<file path="src/srml_pkg.sv">
package srml_pkg;
    localparam int MaxEntriesDefault = 80;
    localparam logic [1:0] CMD_ADD = 2'd0;
    localparam logic [1:0] CMD_UNREAD = 2'd1;
    localparam logic [1:0] CMD_SEARCH = 2'd2;
    localparam logic [1:0] CMD_TRUNC = 2'd3;
    localparam logic [1:0] UR_READ = 2'd0;
    localparam logic [1:0] UR_CREATE = 2'd1;
    localparam logic [1:0] UR_MODIFIED = 2'd2;
    localparam logic [1:0] SR_NONE_REC = 2'd0;
    localparam logic [1:0] SR_NOT_FOUND = 2'd1;
    localparam logic [1:0] SR_FOUND = 2'd2;
    localparam logic CFG_EXPIRE = 1'b0;
    localparam logic CFG_ENABLE = 1'b1;

    typedef struct packed {
        logic        valid;
        logic [31:0] create_t;
        logic [31:0] modified_t;
    } t_entry;

    typedef struct packed {
        logic        load;
        logic [1:0]  cmd;
        logic        add_en;
        logic        hit;
        logic [31:0] create_t;
        logic [31:0] modified_t;
    } t_bcast;
endpackage

</file>
<file path="src/srml_cell.sv">
module srml_cell
    import srml_pkg::*;
(
    input  logic   i_clk,
    input  logic   i_rst_n,
    input  t_bcast i_bc,
    input  t_entry i_left,
    input  logic   i_left_gt,
    input  logic   i_first,
    output t_entry o_entry,
    output logic   o_gt,
    output logic   o_eq
);
    t_entry r_e;
    t_entry n_e;
    logic [31:0] w_mod;

    assign o_entry = r_e;
    assign o_gt = !r_e.valid || ($signed(i_bc.create_t) > $signed(r_e.create_t));
    assign o_eq = r_e.valid && (i_bc.create_t == r_e.create_t);

    always_comb begin
        n_e = r_e;
        w_mod = (r_e.modified_t == 32'hFFFF_FFFF) ? 32'd0 : r_e.modified_t;
        if (i_bc.load) begin
            case (i_bc.cmd)
                CMD_TRUNC: begin
                    n_e.valid = i_first;
                    n_e.create_t = i_bc.create_t;
                    n_e.modified_t = i_bc.create_t;
                end
                CMD_ADD: begin
                    if (i_bc.add_en) begin
                        if (o_eq) begin
                            if (i_bc.modified_t != 32'hFFFF_FFFF) begin
                                n_e.modified_t = ($signed(w_mod) < $signed(i_bc.modified_t))
                                    ? i_bc.modified_t : w_mod;
                            end
                        end else if (!i_bc.hit && o_gt && !i_left_gt
                                     && (i_first || r_e.valid)) begin
                            n_e.valid = 1'b1;
                            n_e.create_t = i_bc.create_t;
                            n_e.modified_t = i_bc.modified_t;
                        end else if (!i_bc.hit && o_gt && i_left_gt) begin
                            n_e = i_left;
                        end
                    end
                end
                default: begin
                end
            endcase
        end
    end

    always_ff @(posedge i_clk) begin
        if (!i_rst_n) begin
            r_e.valid <= 1'b0;
        end else begin
            r_e.valid <= n_e.valid;
        end
        r_e.create_t <= n_e.create_t;
        r_e.modified_t <= n_e.modified_t;
    end
endmodule

</file>
<file path="config.mk">
export PLATFORM = sky130hd
export DESIGN_NAME = srml_cell
export DESIGN_NICKNAME = d
export VERILOG_FILES = /design/src/srml_pkg.sv /design/src/srml_cell.sv
export SDC_FILE = /design/constraint.sdc
export NUM_CORES = 1
export LEC_CHECK = 0
export BUFFER_PORTS_ARGS = -buffer_cell sky130_fd_sc_hd__buf_2
export CAP_MARGIN = 20
export CORE_MARGIN = 4
export CORE_UTILIZATION = 38
export CTS_BUF_LIST = sky130_fd_sc_hd__clkbuf_16
export DETAILED_ROUTE_END_ITERATION = 10
export PLACE_DENSITY = 0.64
export SLEW_MARGIN = 15
export SYNTH_ARGS = -nofsm -noshare
export SYNTH_HDL_FRONTEND = slang
export SYNTH_SLANG_ARGS = --single-unit
</file>
<file path="constraint.sdc">
create_clock -name i_clk -period 6.8 [get_ports i_clk]
set_input_delay 1.36 -clock i_clk [delete_from_list [all_inputs] [get_ports i_clk]]
set_output_delay 1.36 -clock i_clk [all_outputs]
set_load 0.02 [all_outputs]
</file>
Yosys cells after proc, flatten, opt, wreduce, memory -nomap -nowiden
Cells that the tools add are included.
- RAM bits: 0
- input port bits: 138
- bits in registers: 65
- bits in latches: 0
- memories: 0
- bits in read-only memories: 0
- reductions and logical operators: 14
- multiplexer cells: 9
- shift-type cells: 0
- multipliers: 0
- bitwise operators: 0
- eq/ne operators: 9
- div/mod/pow operators: 0
- magnitude comparators: 2
- add/sub/neg operators: 0
- operator list (kind ; number):
    65-bit 2-to-1 mux ; 3
    65-bit case mux with 2 select lines ; 1
    32-bit 2-to-1 mux ; 4
    33-bit 2-to-1 mux ; 1
    32-bit == test ; 1
    32-bit == test, second input constant ; 1
    32-bit > comparator ; 1
    32-bit less-than comparator ; 1
    32-bit inequality test, second input constant ; 1
    5-bit AND reduction ; 2
    3-bit inequality test, second input constant ; 2
    1-bit logical AND ; 5
    2-bit inequality test, second input constant ; 2
    4-bit inequality test, second input constant ; 1
    1-bit zero test ; 3
    2-bit == test, second input constant ; 1
    2-bit zero test ; 1
    1-bit logical OR ; 2
    2-bit nonzero test ; 1

Logic depth before layout (Yosys ltp)
Gate-level depths: netlist (run 1).
- depth after elaboration: 9
- mapped depth: 15

Least setup slack after synthesis (run 1)
OpenSTA, ideal clock, no wires.
- kind: input -> register
- start: input port i_bc[54] (netlist name)
- end: register r_e, in the netlist o_entry[0], enable pin
- slack: 1.098 ns
- arrival: 5.261 ns
- library setup time: 0.441 ns
- required time: 6.359 ns
- stages: 9
- cells stage by stage: ha_1 nand4_2 nor4_2 and3_1 o31a_1 nor4_4 a21oi_1 or3b_2 a31oi_1
- word-level cells in the longest chain between the ends: 7
- elaborated cells on any way between the ends: 11
- those cells by class: order compare (1); eq/ne (3); reduce/logical (7)
- ends and longest elaborated chain (what ; line ; source):
    start: declaration ; srml_cell.sv:6 ; input t_bcast i_bc,
    32-bit > comparator (*) ; srml_cell.sv:19 ; assign o_gt = !r_e.valid || ($signed(i_bc.create_t) > $signed(r_e.create_t));
    1-bit logical OR (*) ; srml_cell.sv:19 ;
    net o_gt ; srml_cell.sv:11 ; output logic o_gt,
    1-bit logical AND (*) ; srml_cell.sv:39, srml_cell.sv:44 ;
    1-bit logical AND ; srml_cell.sv:39 ; end else if (!i_bc.hit && o_gt && !i_left_gt
    1-bit logical AND ; srml_cell.sv:40 ; && (i_first || r_e.valid)) begin
    4-bit inequality test (no line) (*) ; -- ;
    5-bit AND reduction (no line) (*) ; -- ;
    end: declaration ; srml_cell.sv:14 ; t_entry r_e;
The timed path passes the listed nets; every way through them passes the cells marked *.
A chain may end at the register's enable or synchronous reset.

Worst setup path in the final report (run 1)
- start: input port i_bc[33] (netlist name)
- end: output port o_gt
- word-level cells in the longest chain between the ends: 2
- ends and longest elaborated chain (what ; line):
    32-bit > comparator ; srml_cell.sv:19
    1-bit logical OR ; srml_cell.sv:19
    end: declaration ; srml_cell.sv:11
Every way passes these cells.

==> flow_metrics.tcl, run 1 <==
set metrics [dict create \
    status "completed" \
    critPathCaptureType "primary output" \
    synthCells 662 \
    synth_warnings 0 \
    largest_reg_flops 65 \
    synthTopCellsByCount "nor2_1, inv_1, edfxtp_1" \
    overflow 0 \
    die_y_um 133 \
    cp_max_fo 5 \
    p_sw_uw 398 \
    fp.dieW_um 133 \
    clockRootBuffer "clkbuf_16" \
    fin_crit_ns 4.72 \
    synth_cell_types 54 \
    synth-async-reset-ratio 0 \
    cts_inserted_buffers 9 \
    finClkSkew_ns 0.0126 \
    power_leakage_nw 3.50 \
    finalMaxSlewViolations 0 \
    rsz0062_at_grt "false" \
    clockBufferDepth 2 \
    clkPwrFrac 0.355 \
    final.fill_count 1545 \
    synth-seq-cells 65 \
    die_area_mm2 0.0178 \
    yosys.area.top_type "edfxtp_1" \
    clk_pin_slew_ns 0.06 \
    seqCellArea_mm2 0.00194 \
    syn2layout_area_growth_pct 25.5 \
    antenna_found_initial 0 \
    cts.sinks 65 \
    drive_above_1_share 0.352 \
    antenna_cells 0 \
    num_vias 5684 \
    wl_um 19600 \
    worst_setup_path_start_kind "primary input" \
    yosys-top-cells-area "edfxtp_1, ha_1, mux2_2" \
    io_pins 205 \
    grt_max_degree 64 \
    swShare 0.308 \
    synth_edf_count 64 \
    postRouteAntennaNets 0 \
    setup_viol 0 \
    p_int_uw 893 \
    max-slew-margin-rel 0.410 \
    syn_nets 863 \
    required_ns 5.44 \
    port-buffer-count 204 \
    grt_pass1_vias 5667 \
    crit_type "primary input to primary output" \
    hold_ws_ns 0.670 \
    gp_congestion 0.852 \
    synth.avg_cell_area_um2 9.02 \
    drv_cap 0 \
    nNetsFinal 1054 \
    final.setup.tns_ns 0 \
    grt_usage 0.221 \
    cts_tree "built" \
    dr.pass1.iters 4 \
    routed_via_density 5.32 \
    hp-class "flip-flop to flip-flop" \
    crit_arrival_ns 3.36 \
    hpwl_um 15400 \
    p_seq_frac 0.380 \
    seq_area_frac_synth 0.325 \
    drc 0 \
    final_area_mm2 0.00749 \
    power_density_mw_per_mm2 172 \
    final_cells 1068 \
    share_comb_of_total_power 0.266 \
    multi_input_area_mm2 0.00363 \
    hold_viol_final 0 \
    clk_latency_ns 0.35 \
    grt_pass1_wl_um 31000 \
    synth_area_mm2 0.00597 \
    num_rows 45 \
    wire_per_inst_um 18.3 \
    synth_top_flop_cell "edfxtp_1" \
    post_cts_buffers 0 \
    post_cts_resized 0 \
    hold_buffers 0 \
    place_inst 1051 \
    fin_crit_sh 0.694 \
    fmax_ghz 0.212 \
    htreeDepth 3 \
    synth_top_area_frac 0.322 \
    drt_iter0_drc 373 \
    dpl_cell_area_mm2 0.00717 \
    start_util 0.390 \
    core_mm2 0.0153 \
    ir_drop_v 0.000104 \
    tightest_slew_ns 0.883 \
    yosysMostFrequentCell "nor2_1" \
]
[area by class of cell]
| type | instances | area share |
|---|---|---|
| well taps | 211 | 0.0352 |
| multi-input cells | 498 | 0.485 |
| clock buffers | 9 | 0.0301 |
| flip-flops and latches | 65 | 0.259 |
| clock inverters | 6 | 0.00701 |
| repair buffers | 213 | 0.151 |
| inverters | 66 | 0.0331 |
[cell usage in the layout (no fill, tap or decap), drive strengths merged, types with 5 or more instances in the layout]
master  count
a211oi     31
a21o        5
a21oi      28
and2       31
and3       34
buf       213
clkbuf      9
edfxtp     64
ha         63
inv        68
mux2       64
nand2      22
nand3       6
nand4      29
nor2      101
nor2b       5
nor3       34
nor4        7
o21ai       7
[final timing paths]
| kind | from | to | slack, ns | cells past startpoint |
|---|---|---|---|---|
| worst max register to register | o_entry[15] | o_entry[15] | 2.15 | 14 |
| worst min register to register | o_entry[64] | o_entry[64] | 0.67 | 2 |
| worst min-delay path | o_entry[64] | o_entry[64] | 0.67 | 2 |
| worst max-delay path | i_bc[33] | o_gt | 2.08 | 9 |
[power by group through the flow]
stage / Clock, mW / Combinational, mW / Sequential [mW]
5_1_grt: 0.484 / 0.381 / 0.493
4_1_cts: 0.465 / 0.340 / 0.491
3_3_place_gp: 0 / 0.335 / 0.498
6_report: 0.458 / 0.343 / 0.490
2_1_floorplan: 0 / 0.183 / 0.523
3_5_place_dp: 0 / 0.337 / 0.499
[cell families (layout without fill, tap and decap cells)]
logic type / Yosys count / after routing / synth area share
adder cells (fa/ha/maj): 63 / 63 / 0.132
AND/OR/NAND/NOR: 278 / 278 / 0.241
flip-flops: 65 / 65 / 0.325
buffers and inverters: 99 / 294 / 0.0717
AO/OA/AOI/OAI: 93 / 93 / 0.109
multiplexers: 64 / 64 / 0.121
[per-layer routing]
layer	vias up	GRT usage	routed length, um
li1	2802	-	-
met1	2685	0.297	8800
met2	178	0.362	9370
met3	19	0.0378	1100
met4	0	0.0720	332
met5	-	0	0
[through the flow]
| step | utilization | power, mW | setup slack, ns |
|---|---|---|---|
| CTS | 0.486 | 1.30 | 2.06 |
| finish | 0.489 | 1.29 | 2.08 |
| floorplan | - | 0.705 | 1.10 |
| global placement | 0.467 | 0.833 | 2.04 |
| global route | 0.489 | 1.36 | 1.77 |
| detailed placement | 0.468 | 0.837 | 1.97 |
[critical path: stages]
cell      delay (ns)
buf_2           0.13
ha_1            0.32
nor2b_1         0.14
o211ai_1        0.15
a21oi_1         0.11
o31a_1          0.32
nor4_4          0.49
a21oi_1         0.14
buf_2           0.19
No activity file was read; power rests on OpenSTA's default activity.
==> run 2, diff against run 1 <==
Clock period 6.8 ns to 4.6 ns, I/O delays scaled along.
==> flow_metrics.tcl, run 2 (same netlist as run 1, synthesis figures left out) <==
set metrics [dict create \
    reg2reg_depth 14 \
    grt_usage 0.219 \
    syn2layout_area_growth_pct 26.6 \
    status "completed" \
    use_met1 0.291 \
    start_util 0.390 \
    final.fill_count 1525 \
    die_y_um 133 \
    nNetsFinal 1060 \
    critPathCaptureType "flip-flop" \
    path_cells "nand4_1 > nor4_1 > buf_4 > nand2_1 > buf_4 > and2_1 > ha_1 > nand4_1 > nor4_1 > o311a_1 > a21oi_4 > nand2_1 > mux2_2 > o221a_1" \
    num_vias 5716 \
    crit_arrival_ns 4.33 \
    fmax_ghz 0.236 \
    min_from "o_entry[64]" \
    cpPeakStageDelay_ns 0.73 \
    p_sw_uw 598 \
    power_leakage_nw 3.53 \
    fp.dieW_um 133 \
    hold_viol_final 0 \
    cts.sinks 65 \
    antenna_found_initial 0 \
    multi_input_area_mm2 0.00364 \
    grt_pass1_wl_um 30700 \
    largest_reg_flops 65 \
    reg2reg_slack_ns 0.36 \
    cts_tree "built" \
    power_density_mw_per_mm2 255 \
    finClkSkew_ns 0.00857 \
    swShare 0.311 \
    rsz0062_at_grt "false" \
    globalRouteMet3Util 0.0449 \
    r2r_start "o_entry[31]" \
    clk_latency_ns 0.34 \
    share_comb_of_total_power 0.265 \
    clockBufferDepth 2 \
    htreeDepth 3 \
    clk_pin_slew_ns 0.06 \
    drc 0 \
    finalWorstSetupSlack_ns 0.362 \
    detailedPlace.worstSlack_ns 0.307 \
    fin_crit_ns 4.24 \
    ir_drop_v 0.000193 \
    num_rows 45 \
    drive_above_1_share 0.361 \
    routed_via_density 5.32 \
    grt_max_degree 43 \
    met2_usage 0.357 \
    worst_setup_path_start_kind "flip-flop" \
    tightest_slew_ns 0.794 \
    cp_top_family "simple AND/OR/NAND/NOR gates" \
    die_area_mm2 0.0178 \
    cp_max_fo 21 \
    final_cell_mix "buf_2, nor2_1, inv_1" \
    clockRootBuffer "clkbuf_16" \
    holdPathStages 2 \
    postRouteAntennaNets 0 \
    hp-class "flip-flop to flip-flop" \
    cp.depth 14 \
    setup_viol 0 \
    power_mw 1.92 \
    fin_util 0.493 \
    clkPwrFrac 0.359 \
    crit_slowest_cell "nor4_1" \
    p_seq_frac 0.376 \
    antenna_cells 0 \
    finalMaxSlewViolations 0 \
    cts_inserted_buffers 9 \
    io_pins 205 \
    wl_um 19800 \
    final_area_mm2 0.00756 \
    dr.pass1.iters 5 \
    seqCellArea_mm2 0.00194 \
    final_cells 1075 \
    hold_ws_ns 0.638 \
    hpwl_um 15500 \
    core_mm2 0.0153 \
    place_inst 1059 \
    overflow 0 \
    rr_endpoint "o_entry[31]" \
    gp_congestion 0.911 \
    drt_iter0_drc 386 \
    cp.buffers_inverters 2 \
    p_int_mw 1.33 \
    drv_cap 0 \
    hold_end "o_entry[64]" \
    port-buffer-count 204 \
    final.setup.tns_ns 0 \
    grt_pass1_vias 5572 \
    final_common_cell "buf_2" \
    required_ns 4.69 \
    wire_per_inst_um 18.5 \
    crit_type "flip-flop to flip-flop" \
    dpl_cell_area_mm2 0.00726 \
    fin_crit_sh 0.921 \
    top_usage_layer "met2" \
    max-slew-margin-rel 0.465 \
]
-- run 2: cell types whose count changed in the layout (fill, tap and decap cells not counted) --
cell,before,now
buf_4,6,12
nor2_2,1,0
nor2_4,0,1
inv_1,68,66
clkinv_2,0,4
buf_16,1,0
buf_8,1,0
buf_12,1,3
clkinv_1,2,1
a21oi_2,2,1
a21oi_4,0,1
-- run 2: repair_timing --
action / in CTS / in global routing
setup buffers: 0 / 0
hold buffers: 0 / 0
endpoints found under the setup margin: 0 / 24
resized for setup: 0 / 1
-- run 2: per-layer routing --
layer | vias to the layer above | share of wire
met1 | 2668 | 0.45
met3 | 27 | 0.066
met4 | 0 | 0.022
li1 | 2813 | -
met5 | - | 0
met2 | 208 | 0.47
-- run 2: how the worst max path moves through the flow --
stage / slack [ns] / start / endpoint
floorplan: 0.1 / i_bc[54] / o_entry[0]
CTS: 0.27 / o_entry[31] / o_entry[3]
global placement: 0.41 / o_entry[31] / o_entry[0]
detailed placement: 0.31 / o_entry[16] / o_entry[3]
finish: 0.36 / o_entry[31] / o_entry[31]
global route: 0.08 / o_entry[16] / o_entry[31]
-- run 2: layout make-up --
type,count,area share
inverter,66,0.0328
tap,211,0.0349
clock buffer,9,0.0298
multi-input combinational,498,0.482
clock inverter,7,0.00811
timing repair buffer,219,0.155
sequential,65,0.257
-- run 2: worst reg2reg max path, stage by stage, from the launching register on --
cell      delay, ns
edfxtp_1       0.42
nand4_1        0.14
nor4_1         0.33
buf_4          0.18
nand2_1        0.06
buf_4          0.20
and2_1         0.18
ha_1           0.32
nand4_1        0.15
nor4_1         0.73
o311a_1        0.34
a21oi_4        0.11
nand2_1        0.22
mux2_2         0.36
o221a_1        0.23
-- run 2: power by group through the flow --
stage,Clock [mW],Combinational (mW),Sequential [mW]
2_1_floorplan,0,0.270,0.771
3_3_place_gp,0,0.506,0.734
3_5_place_dp,0,0.509,0.735
4_1_cts,0.700,0.513,0.723
5_1_grt,0.726,0.567,0.727
6_report,0.691,0.510,0.723
==> run 3, diff against run 2 <==
Settings changed: CTS_CLUSTER_SIZE set to 16, RECOVER_POWER set to 25.
==> flow_metrics.tcl, run 3 (same netlist as run 1, synthesis figures left out) <==
set metrics [dict create \
    clk_pin_slew_ns 0.06 \
    hpwl_um 15500 \
    power_density_mw_per_mm2 256 \
    rsz0062_at_grt "false" \
    crit_arrival_ns 4.33 \
    fmax_ghz 0.236 \
    port-buffer-count 204 \
    max-slew-margin-rel 0.466 \
    num_vias 5715 \
    cts_inserted_buffers 9 \
    required_ns 4.69 \
    post_cts_buffers 0 \
    tightest_slew_ns 0.794 \
    routed_via_density 5.32 \
    final.fill_count 1547 \
    antenna_cells 0 \
    finalMaxSlewViolations 0 \
    num_rows 45 \
    multi_input_area_mm2 0.00364 \
    grt_pass1_wl_um 30700 \
    power_leakage_nw 3.40 \
    detailedPlace.worstSlack_ns 0.307 \
    drv_cap 0 \
    ir_drop_v 0.000193 \
    final_cell_mix "buf_2, nor2_1, inv_1" \
    hold_ws_ns 0.637 \
    hp-class "flip-flop to flip-flop" \
    drc 0 \
    crit_slowest_cell "nor4_1" \
    worst_setup_path_start_kind "flip-flop" \
    grt_max_degree 43 \
    drt_iter0_drc 359 \
    fin_crit_ns 4.24 \
    core_mm2 0.0153 \
    grt_pass1_vias 5572 \
    die_y_um 133 \
    largest_reg_flops 65 \
    status "completed" \
    wire_per_inst_um 18.5 \
    path_cells "nand4_1 > nor4_1 > buf_4 > nand2_1 > buf_4 > and2_1 > ha_1 > nand4_1 > nor4_1 > o311a_1 > a21oi_4 > nand2_1 > mux2_2 > o221a_1" \
    cts_tree "built" \
    grt_usage 0.219 \
    postRouteAntennaNets 0 \
    finClkSkew_ns 0.00931 \
    die_area_mm2 0.0178 \
    overflow 0 \
    cp_max_fo 21 \
    clk_latency_ns 0.34 \
    clockRootBuffer "clkbuf_16" \
    hold_viol_final 0 \
    crit_type "flip-flop to flip-flop" \
    fp.dieW_um 133 \
    final_common_cell "buf_2" \
    htreeDepth 3 \
    start_util 0.390 \
    seqCellArea_mm2 0.00194 \
    fin_util 0.489 \
    fin_crit_sh 0.922 \
    clockBufferDepth 2 \
    nNetsFinal 1060 \
    wl_um 19800 \
    drive_above_1_share 0.304 \
    cts.sinks 65 \
    io_pins 205 \
    dr.pass1.iters 5 \
    syn2layout_area_growth_pct 25.5 \
    setup_viol 0 \
    power_mw 1.92 \
    final.setup.tns_ns 0 \
    cpPeakStageDelay_ns 0.73 \
    critPathCaptureType "flip-flop" \
    finalWorstSetupSlack_ns 0.360 \
    antenna_found_initial 0 \
    gp_congestion 0.911 \
]
==> run 3: repair_timing <==
item / 4_1_cts / 5_1_grt
hold endpoints to repair: 0 / 0
hold buffers: 0 / 0
resized for setup: 0 / 1
endpoints found under the setup margin: 0 / 24
==> run 3: final timing paths <==
check / cells after the start / slack [ns] / start / end
max: 14 / 0.36 / o_entry[20] / o_entry[31]
min: 2 / 0.64 / o_entry[64] / o_entry[64]
max reg2reg: 14 / 0.36 / o_entry[20] / o_entry[31]
min reg2reg: 2 / 0.64 / o_entry[64] / o_entry[64]
==> run 3: final cells by class <==
| cell class | instances | share of cell area |
|---|---|---|
| Inverter | 66 | 0.0331 |
| Tap cell | 211 | 0.0352 |
| Multi-Input combinational cell | 498 | 0.486 |
| Clock buffer | 9 | 0.0301 |
| Timing Repair Buffer | 219 | 0.148 |
| Clock inverter | 7 | 0.00818 |
| Sequential cell | 65 | 0.259 |
==> run 3: routing by layer <==
layer  vias up  global-route usage  share of wire
li1       2813                   -              -
met1      2666               0.291           0.44
met2       206               0.357           0.46
met3        30              0.0449          0.067
met4         0              0.0720          0.024
met5         -                   0              0
==> run 3: stage by stage <==
stage	area, um2	cells
finish	7490	1075
global route	7490	1075
CTS	7550	1075
detailed placement	7260	1059
global placement	7260	1059
floorplan	5980	662
==> run 3: critical path: cells and delay by family, from the launching register on <==
family | cells | cell delay, ns
AOI/OAI and AO/OA | 3 | 0.68
adders and majority gates | 1 | 0.32
buffers and inverters | 2 | 0.39
DFF | 1 | 0.39
muxes | 1 | 0.36
and+or+nand+nor | 7 | 1.83
==> run 3: report_power, final <==
part           switching (mW)  internal (mW)  total (mW)
clock network           0.277          0.414       0.691
registers              0.0235          0.700       0.724
logic                   0.298          0.206       0.504
